--- src/arpc_pkg.sv ---
package arpc_pkg;

	// Default size of the address table.
	localparam int TABLE_ENTRIES_DEF = 16;

	// Configuration port widths.
	localparam int CFG_IDX_W  = 8;
	localparam int CFG_DATA_W = 48;

	// Configuration register indexes.
	localparam logic [CFG_IDX_W-1:0] REG_OWN_IP     = 8'd0;
	localparam logic [CFG_IDX_W-1:0] REG_OWN_MAC    = 8'd1;
	localparam logic [CFG_IDX_W-1:0] REG_WAIT_TICKS = 8'd2;
	localparam logic [CFG_IDX_W-1:0] REG_MAX_RESEND = 8'd3;

	// Configuration reset values.
	localparam logic [7:0] WAIT_TICKS_RST = 8'd4;
	localparam logic [3:0] MAX_RESEND_RST = 4'd3;

	// Input item functions.
	localparam logic [1:0] FUNC_RESOLVE = 2'd0;
	localparam logic [1:0] FUNC_ARP_REQ = 2'd1;
	localparam logic [1:0] FUNC_ARP_RPL = 2'd2;
	localparam logic [1:0] FUNC_TICK    = 2'd3;

	// Result kinds.
	localparam logic [2:0] KIND_RESOLVED = 3'd0;
	localparam logic [2:0] KIND_SEND_REQ = 3'd1;
	localparam logic [2:0] KIND_SEND_RPL = 3'd2;
	localparam logic [2:0] KIND_FAILED   = 3'd3;
	localparam logic [2:0] KIND_BUSY     = 3'd4;

	// ARP opcodes.
	localparam logic [1:0] OP_NONE    = 2'd0;
	localparam logic [1:0] OP_REQUEST = 2'd1;
	localparam logic [1:0] OP_REPLY   = 2'd2;

	localparam logic [47:0] BCAST_MAC = 48'hFFFF_FFFF_FFFF;

	typedef struct packed {
		logic [1:0]  func;
		logic [31:0] lookup_ip;
		logic [31:0] peer_ip;
		logic [47:0] peer_mac;
		logic [31:0] asked_ip;
	} arpc_req_t;

	typedef struct packed {
		logic [2:0]  result_kind;
		logic [47:0] resolved_mac;
		logic [47:0] frame_dest_mac;
		logic [1:0]  arp_op;
		logic [31:0] arp_sender_ip;
		logic [47:0] arp_sender_mac;
		logic [31:0] arp_target_ip;
		logic [47:0] arp_target_mac;
	} arpc_rsp_t;

	typedef struct packed {
		logic [31:0] own_ip;
		logic [47:0] own_mac;
		logic [7:0]  wait_ticks;
		logic [3:0]  max_resend;
	} arpc_cfg_t;

	// Table write request; the address is the table's lookup key.
	typedef struct packed {
		logic        en;
		logic [47:0] mac;
	} arpc_tbl_wr_t;

	typedef struct packed {
		logic        hit;
		logic [47:0] mac;
	} arpc_tbl_rsp_t;

endpackage

--- src/arpc_if.sv ---
interface arpc_req_if;
	logic                 valid;
	logic                 ready;
	arpc_pkg::arpc_req_t  data;
	modport source (output valid, output data, input ready);
	modport sink (input valid, input data, output ready);
endinterface

interface arpc_rsp_if;
	logic                 valid;
	logic                 ready;
	arpc_pkg::arpc_rsp_t  data;
	modport source (output valid, output data, input ready);
	modport sink (input valid, input data, output ready);
endinterface

interface arpc_cfg_if;
	logic                                valid;
	logic                                ready;
	logic [arpc_pkg::CFG_IDX_W-1:0]      index;
	logic [arpc_pkg::CFG_DATA_W-1:0]     data;
	modport source (output valid, output index, output data, input ready);
	modport sink (input valid, input index, input data, output ready);
endinterface

--- src/arpc_cfg.sv ---
module arpc_cfg (
	input  logic                 clk,
	input  logic                 arst_n,
	arpc_cfg_if.sink             cfg,
	output arpc_pkg::arpc_cfg_t  regs
);

	arpc_pkg::arpc_cfg_t regs_q;

	assign cfg.ready = 1'b1;
	assign regs      = regs_q;

	always_ff @(posedge clk or negedge arst_n) begin
		if (!arst_n) begin
			regs_q.own_ip     <= '0;
			regs_q.own_mac    <= '0;
			regs_q.wait_ticks <= arpc_pkg::WAIT_TICKS_RST;
			regs_q.max_resend <= arpc_pkg::MAX_RESEND_RST;
		end else if (cfg.valid) begin
			unique case (cfg.index)
				arpc_pkg::REG_OWN_IP:     regs_q.own_ip     <= cfg.data[31:0];
				arpc_pkg::REG_OWN_MAC:    regs_q.own_mac    <= cfg.data[47:0];
				arpc_pkg::REG_WAIT_TICKS: regs_q.wait_ticks <= cfg.data[7:0];
				arpc_pkg::REG_MAX_RESEND: regs_q.max_resend <= cfg.data[3:0];
				default: ;
			endcase
		end
	end

endmodule

--- src/arpc_table.sv ---
module arpc_table #(
	parameter int TABLE_ENTRIES = arpc_pkg::TABLE_ENTRIES_DEF
) (
	input  logic                    clk,
	input  logic                    arst_n,
	input  logic [31:0]             key,
	input  arpc_pkg::arpc_tbl_wr_t  wr,
	output arpc_pkg::arpc_tbl_rsp_t rsp
);

	localparam int IdxW = (TABLE_ENTRIES > 1) ? $clog2(TABLE_ENTRIES) : 1;

	logic [TABLE_ENTRIES-1:0] valid_q;
	logic [31:0]              ip_q  [TABLE_ENTRIES];
	logic [47:0]              mac_q [TABLE_ENTRIES];
	logic [IdxW-1:0]          ptr_q;

	logic [TABLE_ENTRIES-1:0] match;
	logic [IdxW-1:0]          hit_idx;
	logic [IdxW-1:0]          free_idx;
	logic                     any_free;
	logic [IdxW-1:0]          wr_idx;
	logic                     full;

	// Walking down from the top leaves the lowest matching or free slot.
	always_comb begin
		hit_idx  = '0;
		free_idx = '0;
		for (int i = TABLE_ENTRIES - 1; i >= 0; i--) begin
			match[i] = valid_q[i] && (ip_q[i] == key);
			if (match[i])
				hit_idx = IdxW'(i);
			if (!valid_q[i])
				free_idx = IdxW'(i);
		end
	end

	assign any_free = ~&valid_q;
	assign full     = !(|match) && !any_free;

	always_comb begin
		if (|match)
			wr_idx = hit_idx;
		else if (any_free)
			wr_idx = free_idx;
		else
			wr_idx = ptr_q;
	end

	assign rsp.hit = |match;
	assign rsp.mac = mac_q[hit_idx];

	always_ff @(posedge clk or negedge arst_n) begin
		if (!arst_n) begin
			valid_q <= '0;
			ptr_q   <= '0;
		end else if (wr.en) begin
			valid_q[wr_idx] <= 1'b1;
			if (full) begin
				if (ptr_q == IdxW'(TABLE_ENTRIES - 1))
					ptr_q <= '0;
				else
					ptr_q <= ptr_q + IdxW'(1);
			end
		end
	end

	always_ff @(posedge clk) begin
		if (wr.en) begin
			ip_q[wr_idx]  <= key;
			mac_q[wr_idx] <= wr.mac;
		end
	end

`ifndef SYNTHESIS
	// Entries are never invalidated once written.
	a_valid_sticky: assert property (@(posedge clk) disable iff (!arst_n)
		((valid_q & $past(valid_q)) == $past(valid_q)))
		else $error("table entry lost its valid bit");

	// The replacement pointer only moves when every slot was in use.
	a_ptr_full: assert property (@(posedge clk) disable iff (!arst_n)
		(ptr_q != $past(ptr_q)) |-> $past(&valid_q))
		else $error("replacement pointer moved with a free slot");

	// The replacement pointer always names a real slot.
	a_ptr_range: assert property (@(posedge clk) disable iff (!arst_n)
		(ptr_q <= IdxW'(TABLE_ENTRIES - 1)))
		else $error("replacement pointer out of range");
`endif

endmodule

--- src/arp_cache_resolver.sv ---
// Channel  Modport  Payload        Meaning
// query    sink     arpc_req_t     resolve, received request or reply, time tick
// result   source   arpc_rsp_t     resolved MAC, frame to send, failure or busy
// cfg      sink     index, data    own_ip, own_mac, wait_ticks, max_resend
//
// An item waits in the input register, is decided there against the table and
// the pending resolve, and then moves into the result register; a new item can
// be taken in every cycle while the result register is free or being emptied.
// The table compare and update set the rate of one item a cycle unless results stall.
// Reset clears the table's valid bits, the pending resolve and the registers.
// A result that is not taken holds the input register; items without a result
// still wait for the result register to drain before they leave.
module arp_cache_resolver #(
	parameter int TABLE_ENTRIES = arpc_pkg::TABLE_ENTRIES_DEF
) (
	input  logic      clk,
	input  logic      arst_n,
	arpc_req_if.sink   query,
	arpc_rsp_if.source result,
	arpc_cfg_if.sink   cfg
);

	arpc_pkg::arpc_cfg_t     regs;
	arpc_pkg::arpc_tbl_wr_t  tbl_wr;
	arpc_pkg::arpc_tbl_rsp_t tbl_rsp;
	logic [31:0]             tbl_key;

	// Input register.
	logic                 valid_s1;
	arpc_pkg::arpc_req_t  req_s1;

	// Result register.
	logic                 rsp_valid_q;
	arpc_pkg::arpc_rsp_t  rsp_q;

	// Pending resolve.
	logic        pending_q;
	logic [31:0] pending_ip_q;
	logic [7:0]  wait_count_q;
	logic [4:0]  retry_count_q;

	logic        pending_d;
	logic [31:0] pending_ip_d;
	logic [7:0]  wait_count_d;
	logic [4:0]  retry_count_d;

	logic                 advance;
	logic                 has_rsp;
	arpc_pkg::arpc_rsp_t  rsp_d;
	logic [8:0]           wait_sum;
	logic [4:0]           retry_inc;

	// Builds the broadcast request frame for an address.
	function automatic arpc_pkg::arpc_rsp_t request_frame(
		input arpc_pkg::arpc_cfg_t r,
		input logic [31:0]         ip
	);
		arpc_pkg::arpc_rsp_t f;
		f                = '0;
		f.result_kind    = arpc_pkg::KIND_SEND_REQ;
		f.frame_dest_mac = arpc_pkg::BCAST_MAC;
		f.arp_op         = arpc_pkg::OP_REQUEST;
		f.arp_sender_ip  = r.own_ip;
		f.arp_sender_mac = r.own_mac;
		f.arp_target_ip  = ip;
		return f;
	endfunction

	arpc_cfg u_cfg (
		.clk    (clk),
		.arst_n (arst_n),
		.cfg    (cfg),
		.regs   (regs)
	);

	// Resolves look up the requested address, replies the sender's address.
	assign tbl_key = (req_s1.func == arpc_pkg::FUNC_RESOLVE) ? req_s1.lookup_ip
		: req_s1.peer_ip;
	assign tbl_wr.en  = advance && (req_s1.func == arpc_pkg::FUNC_ARP_RPL);
	assign tbl_wr.mac = req_s1.peer_mac;

	arpc_table #(
		.TABLE_ENTRIES (TABLE_ENTRIES)
	) u_table (
		.clk    (clk),
		.arst_n (arst_n),
		.key    (tbl_key),
		.wr     (tbl_wr),
		.rsp    (tbl_rsp)
	);

	// The item in the input register leaves when the result register is free
	// or being emptied in the same cycle.
	assign advance     = valid_s1 && (!rsp_valid_q || result.ready);
	assign query.ready = !valid_s1 || advance;

	assign result.valid = rsp_valid_q;
	assign result.data  = rsp_q;

	assign wait_sum  = {1'b0, wait_count_q} + 9'd1;
	assign retry_inc = retry_count_q + 5'd1;

	always_comb begin
		has_rsp       = 1'b0;
		rsp_d         = '0;
		pending_d     = pending_q;
		pending_ip_d  = pending_ip_q;
		wait_count_d  = wait_count_q;
		retry_count_d = retry_count_q;
		case (req_s1.func)
			arpc_pkg::FUNC_RESOLVE: begin
				has_rsp = 1'b1;
				if (tbl_rsp.hit) begin
					rsp_d.result_kind  = arpc_pkg::KIND_RESOLVED;
					rsp_d.resolved_mac = tbl_rsp.mac;
				end else if (pending_q) begin
					// Only one resolve may wait for an answer at a time.
					rsp_d.result_kind = arpc_pkg::KIND_BUSY;
				end else begin
					pending_d     = 1'b1;
					pending_ip_d  = req_s1.lookup_ip;
					wait_count_d  = '0;
					retry_count_d = '0;
					rsp_d         = request_frame(regs, req_s1.lookup_ip);
				end
			end
			arpc_pkg::FUNC_ARP_REQ: begin
				if (req_s1.asked_ip == regs.own_ip) begin
					has_rsp              = 1'b1;
					rsp_d.result_kind    = arpc_pkg::KIND_SEND_RPL;
					rsp_d.frame_dest_mac = req_s1.peer_mac;
					rsp_d.arp_op         = arpc_pkg::OP_REPLY;
					rsp_d.arp_sender_ip  = req_s1.asked_ip;
					rsp_d.arp_sender_mac = regs.own_mac;
					rsp_d.arp_target_ip  = req_s1.peer_ip;
					rsp_d.arp_target_mac = req_s1.peer_mac;
				end
			end
			arpc_pkg::FUNC_ARP_RPL: begin
				// The table is written in any case; a reply for the pending
				// address also finishes that resolve right away.
				if (pending_q && (pending_ip_q == req_s1.peer_ip)) begin
					has_rsp            = 1'b1;
					rsp_d.result_kind  = arpc_pkg::KIND_RESOLVED;
					rsp_d.resolved_mac = req_s1.peer_mac;
					pending_d          = 1'b0;
					wait_count_d       = '0;
					retry_count_d      = '0;
				end
			end
			default: begin
				// Time tick: only counts while a resolve is pending.
				if (pending_q) begin
					if (wait_sum > {1'b0, regs.wait_ticks}) begin
						wait_count_d = '0;
						has_rsp      = 1'b1;
						if (retry_inc > {1'b0, regs.max_resend}) begin
							pending_d         = 1'b0;
							retry_count_d     = '0;
							rsp_d.result_kind = arpc_pkg::KIND_FAILED;
						end else begin
							retry_count_d = retry_inc;
							rsp_d         = request_frame(regs, pending_ip_q);
						end
					end else begin
						wait_count_d = wait_sum[7:0];
					end
				end
			end
		endcase
	end

	always_ff @(posedge clk or negedge arst_n) begin
		if (!arst_n) begin
			valid_s1      <= 1'b0;
			rsp_valid_q   <= 1'b0;
			pending_q     <= 1'b0;
			pending_ip_q  <= '0;
			wait_count_q  <= '0;
			retry_count_q <= '0;
		end else begin
			if (query.ready)
				valid_s1 <= query.valid;
			if (advance) begin
				rsp_valid_q   <= has_rsp;
				pending_q     <= pending_d;
				pending_ip_q  <= pending_ip_d;
				wait_count_q  <= wait_count_d;
				retry_count_q <= retry_count_d;
			end else if (result.ready) begin
				rsp_valid_q <= 1'b0;
			end
		end
	end

	always_ff @(posedge clk) begin
		if (query.valid && query.ready)
			req_s1 <= query.data;
		if (advance && has_rsp)
			rsp_q <= rsp_d;
	end

`ifndef SYNTHESIS
	// With no resolve pending, both timers rest at zero.
	a_idle_timers: assert property (@(posedge clk) disable iff (!arst_n)
		!pending_q |-> (wait_count_q == '0) && (retry_count_q == '0))
		else $error("timers running without a pending resolve");

	// A request frame always goes to the broadcast address.
	a_req_frame: assert property (@(posedge clk) disable iff (!arst_n)
		(rsp_valid_q && (rsp_q.result_kind == arpc_pkg::KIND_SEND_REQ)) |->
		(rsp_q.arp_op == arpc_pkg::OP_REQUEST) &&
		(rsp_q.frame_dest_mac == arpc_pkg::BCAST_MAC))
		else $error("malformed request frame");

	// A resolve only starts a request when none is pending.
	a_single_pending: assert property (@(posedge clk) disable iff (!arst_n)
		(advance && pending_q && (req_s1.func == arpc_pkg::FUNC_RESOLVE)) |=>
		$stable(pending_ip_q))
		else $error("pending address replaced while pending");
`endif

endmodule
--- src/flat_wrapper.sv ---
// flat-port wrapper written by rule: the top's interface ports become plain ports
module arp_cache_resolver_flat 
#(
	parameter int TABLE_ENTRIES = arpc_pkg::TABLE_ENTRIES_DEF
)
  (clk, arst_n, query_valid, query_data, query_ready, result_valid, result_data, result_ready, cfg_valid, cfg_index, cfg_data, cfg_ready);
  arpc_req_if query_i ();
  arpc_rsp_if result_i ();
  arpc_cfg_if cfg_i ();
  input  logic clk;
  input  logic arst_n;
  input wire logic [$bits(query_i.valid)-1:0] query_valid;
  input wire logic [$bits(query_i.data)-1:0] query_data;
  output wire logic [$bits(query_i.ready)-1:0] query_ready;
  output wire logic [$bits(result_i.valid)-1:0] result_valid;
  output wire logic [$bits(result_i.data)-1:0] result_data;
  input wire logic [$bits(result_i.ready)-1:0] result_ready;
  input wire logic [$bits(cfg_i.valid)-1:0] cfg_valid;
  input wire logic [$bits(cfg_i.index)-1:0] cfg_index;
  input wire logic [$bits(cfg_i.data)-1:0] cfg_data;
  output wire logic [$bits(cfg_i.ready)-1:0] cfg_ready;
  assign query_i.valid = query_valid;
  assign query_i.data = query_data;
  assign query_ready = query_i.ready;
  assign result_valid = result_i.valid;
  assign result_data = result_i.data;
  assign result_i.ready = result_ready;
  assign cfg_i.valid = cfg_valid;
  assign cfg_i.index = cfg_index;
  assign cfg_i.data = cfg_data;
  assign cfg_ready = cfg_i.ready;
  arp_cache_resolver #(.TABLE_ENTRIES(TABLE_ENTRIES)) u_core (.clk(clk), .arst_n(arst_n), .query(query_i), .result(result_i), .cfg(cfg_i));
endmodule
--- config.mk ---
export PLATFORM = sky130hd
export DESIGN_NAME = arp_cache_resolver_flat
export DESIGN_NICKNAME = d
export VERILOG_FILES = /design/src/arpc_pkg.sv /design/src/arpc_if.sv /design/src/arpc_cfg.sv /design/src/arpc_table.sv /design/src/arp_cache_resolver.sv /design/src/flat_wrapper.sv
export SDC_FILE = /design/constraint.sdc
export NUM_CORES = 2
export LEC_CHECK = 0
export BUFFER_PORTS_ARGS = -buffer_cell sky130_fd_sc_hd__buf_2
export CORE_UTILIZATION = 40
export CTS_BUF_LIST = sky130_fd_sc_hd__clkbuf_2 sky130_fd_sc_hd__clkbuf_4 sky130_fd_sc_hd__clkbuf_8
export CTS_CLUSTER_DIAMETER = 100
export DETAILED_ROUTE_END_ITERATION = 10
export SLEW_MARGIN = 20
export SYNTH_ARGS = -nofsm -noshare
export SYNTH_HDL_FRONTEND = slang
export SYNTH_SLANG_ARGS = --single-unit
export TNS_END_PERCENT = 100
--- constraint.sdc ---
create_clock -name clk -period 14.25 [get_ports clk]
set_clock_uncertainty 0.05 [all_clocks]
set_input_delay 0.7125 -clock clk [delete_from_list [all_inputs] [get_ports clk]]
set_output_delay 0.7125 -clock clk [all_outputs]
set_load 0.03 [all_outputs]
==> results_dict.tcl <==
set metrics [dict create \
    status "completed" \
    drtIter0Drc 7675 \
    synth_fp_nets 5540 \
    antenna_found_initial 31 \
    syn-cell-area_sq_um 79180 \
    arrival_ns 9.71 \
    crit_slowest_cell "nor4_1" \
    cp-end-kind "register" \
    power_frac_seq_pct 50.0 \
    fillerInstances 17159 \
    cp.required_ns 14.87 \
    r2r_end "u_core.u_table.mac_q[0][14]" \
    row_count 162 \
    area_growth_pct 17.91 \
    synth_top_cell_by_area "edfxtp_1" \
    clock_sinks 1847 \
    crit_chain "buf_4 > buf_4 > or2_4 > buf_4 > o221ai_1 > nor4_1 > o2111ai_1 > nor4_1 > nand2_1 > nand4_1 > or3_1 > nand2b_1 > nand3_1 > o21ai_0 > nand2_1 > nor2_4 > buf_4" \
    final_nets 6418 \
    synth_ff_type "edfxtp_1" \
    cts_buffer_depth 4 \
    dp.cells 8294 \
    hold_path_class "input pin to asynchronous set/reset pin" \
    ys_warn_count 0 \
    drt_wl_total_um 295100 \
    antenna_left 0 \
    final-seq-area_sq_um 54670 \
    cts_tree "built" \
    synth-edff-count 1687 \
    p_switching_uw 3617 \
    ctsResizeCount 0 \
    max_freq_mhz 110.0 \
    path_buf_inv 4 \
    grt_setup_unrepaired "false" \
    dp_hpwl_um 182900 \
    drv_slew 0 \
    syn-mean-instance-area_sq_um 14.89 \
    switching_share_pct 27.88 \
    die_area_sq_um 199700 \
    io_pins 471 \
    dieWidth_um 446.9 \
    timing.rr.start "u_core.req_s1[144]" \
    timing.reg2reg.setup_slack_ns 5.16 \
    gp_congestion 1.028 \
    vias_per_cell 5.932 \
    vias 53752 \
    whs_ns 0.1894 \
    synth_area_leaders "edfxtp_1, mux2i_1, dfrtp_1, xnor2_1, mux2_2" \
    h-tree-depth 5 \
    leakagePower_uw 0.03254 \
    setup_viol 0 \
    worstSkewPairLatency_ns 1.10 \
    path_max_fanout 62 \
    fin_crit_sh_pct 63.82 \
    max_stage_delay_ns 0.95 \
    cts_root_buf "clkbuf_8" \
    synth_most_common_cell "edfxtp_1" \
    grt_pass1_vias 51571 \
    fin_cells 9062 \
    start_kind "register" \
    drt_pre_antenna_iters 7 \
    avgRoutedWirePerCell_um 32.57 \
    power.internal_uw 9357 \
    cp_top_family "simple AND/OR/NAND/NOR gates" \
    io_buffers 469 \
    post-route-drc-count 0 \
    tns_ns 0 \
    synth_cell_types 88 \
    critical_path.most_common_cell "buf_4" \
    clkPwrFrac_pct 37.1 \
    critPathKind "register to register" \
    multi_input_area_sq_um 22550 \
    initial_core_util_pct 40.44 \
    cap_viol_max_count 0 \
    ys_async_sr_fraction_pct 8.663 \
    slew_headroom_pct 15.00 \
    core_sq_um 195800 \
    power_density_nw_per_um2 139.0 \
    ff2ff_path_depth 17 \
    synth_common_cells "edfxtp_1, mux2i_1, xnor2_1" \
    ys_seq_area_share_pct 69.04 \
    grt_max_degree 158 \
    grt_usage_pct 28.88 \
    cts_buffers 323 \
    synth-seq-cells 1847 \
    comb_power_share_pct 12.9 \
    hold_viol_final 0 \
    fin_crit_ns 9.094 \
    clk_pin_slew_ns 0.06 \
    worst_pin_slew_ns 1.265 \
    syn_inst 5318 \
    drive_above_1_share_pct 21.68 \
    ir_drop_uv 110.6 \
    final_util_pct 47.68 \
    finalPower_uw 12970 \
    die_h_um 446.9 \
    grt_first_pass_wirelength_um 403700 \
    synth.top_cell.area_share_pct 63.98 \
    grt_overflow 0 \
]
## worst reg2reg max path, stage by stage (launching register included)
cell	delay [ns]
edfxtp_1	0.33
buf_4	0.34
buf_4	0.61
or2_4	0.54
buf_4	0.75
o221ai_1	0.25
nor4_1	0.33
o2111ai_1	0.25
nor4_1	0.95
nand2_1	0.39
nand4_1	0.34
or3_1	0.31
nand2b_1	0.69
nand3_1	0.14
o21ai_0	0.10
nand2_1	0.36
nor2_4	0.95
buf_4	0.92
## what timing repair did
item                                   in CTS  in global routing
endpoints found under the hold margin     301                  0
hold buffers                              198                  0
setup buffers                               0                  0
## layout by cell type (no fill, tap or decap), drive strengths merged, types with 160 or more instances in the layout
cell         count
a21oi          192
buf            660
clkbuf         444
dlygate4sd3    198
edfxtp        1687
inv            183
mux2i          441
nand2          189
o21ai          160
xnor2          266
xor2           162
## kinds of logic after synthesis
logic type,after synthesis,synth area share (%)
and+or+nand+nor,974,6.855
muxes,592,7.723
other,1,0.004736
AOI/OAI and AO/OA,966,8.606
buffers and inverters,495,2.799
xor gates and xnor gates,428,4.734
DFF,1847,69.04
adders and majority gates,15,0.2370
## final cells by class
class | instances | share of cell area [%]
flip-flops and latches | 1847 | 58.55
clock inverters | 109 | 0.6875
repair buffers | 858 | 6.343
clock buffers | 444 | 5.942
multi-input cells | 2976 | 24.16
diodes | 14 | 0.03752
well taps | 2624 | 3.517
inverters | 190 | 0.7639
## flip-flops by register name, summed over array words and instances, names as in the netlist
register and flops:
u_core.u_table.ip_q 512, u_core.u_table.ptr_q 4, u_core.wait_count_q 8, u_core.result.data 261
u_core.u_table.mac_q 768, u_core.retry_count_q 5, u_core.u_cfg.regs 92, u_core.pending_q 1
u_core.result.valid 1, u_core.req_s1 146, u_core.pending_ip_q 32, u_core.u_table.valid_q 16
u_core.valid_s1 1
## power by group through the flow
stage / clock (uW) / sequential (uW) / combinational (uW)
after floorplan: 0 / 6720 / 705
after detailed placement: 0 / 6590 / 1570
after global placement: 0 / 6590 / 1560
after CTS: 4890 / 6480 / 1620
after global routing: 5110 / 6510 / 1720
final: 4820 / 6490 / 1670
## through the flow
| stage | area [sq um] | setup slack (ns) |
|---|---|---|
| 2_1_floorplan | 79180 | 0.08337 |
| 3_3_place_gp | 84980 | 5.483 |
| 3_5_place_dp | 85070 | 5.465 |
| 4_1_cts | 93240 | 5.466 |
| 5_1_grt | 93330 | 4.877 |
| 6_report | 93360 | 5.156 |
## layer usage
layer  share of wire [%]  GRT usage (%)  vias to the layer above
met4                 6.0          15.74                        8
met2                  43          42.34                     3534
met5               0.017              0                        -
met3                  11          8.080                      825
li1                    -              -                    22362
met1                  40          38.68                    27023
## worst max-delay path by stage
stage | from | end | slack (ns) | depth (start not counted)
6_report | u_core.req_s1[144] | u_core.u_table.mac_q[0][14] | 5.16 | 17
3_5_place_dp | u_core.req_s1[144] | u_core.result.data[245] | 5.46 | 19
5_1_grt | u_core.req_s1[144] | u_core.u_table.ip_q[0][0] | 4.88 | 18
4_1_cts | u_core.req_s1[144] | u_core.result.data[245] | 5.47 | 19
3_3_place_gp | u_core.req_s1[144] | u_core.u_table.mac_q[8][42] | 5.48 | 17
2_1_floorplan | u_core.req_s1[144] | u_core.result.data[0] | 0.08 | 11
Note: power is estimated with default switching activity, not from simulation.
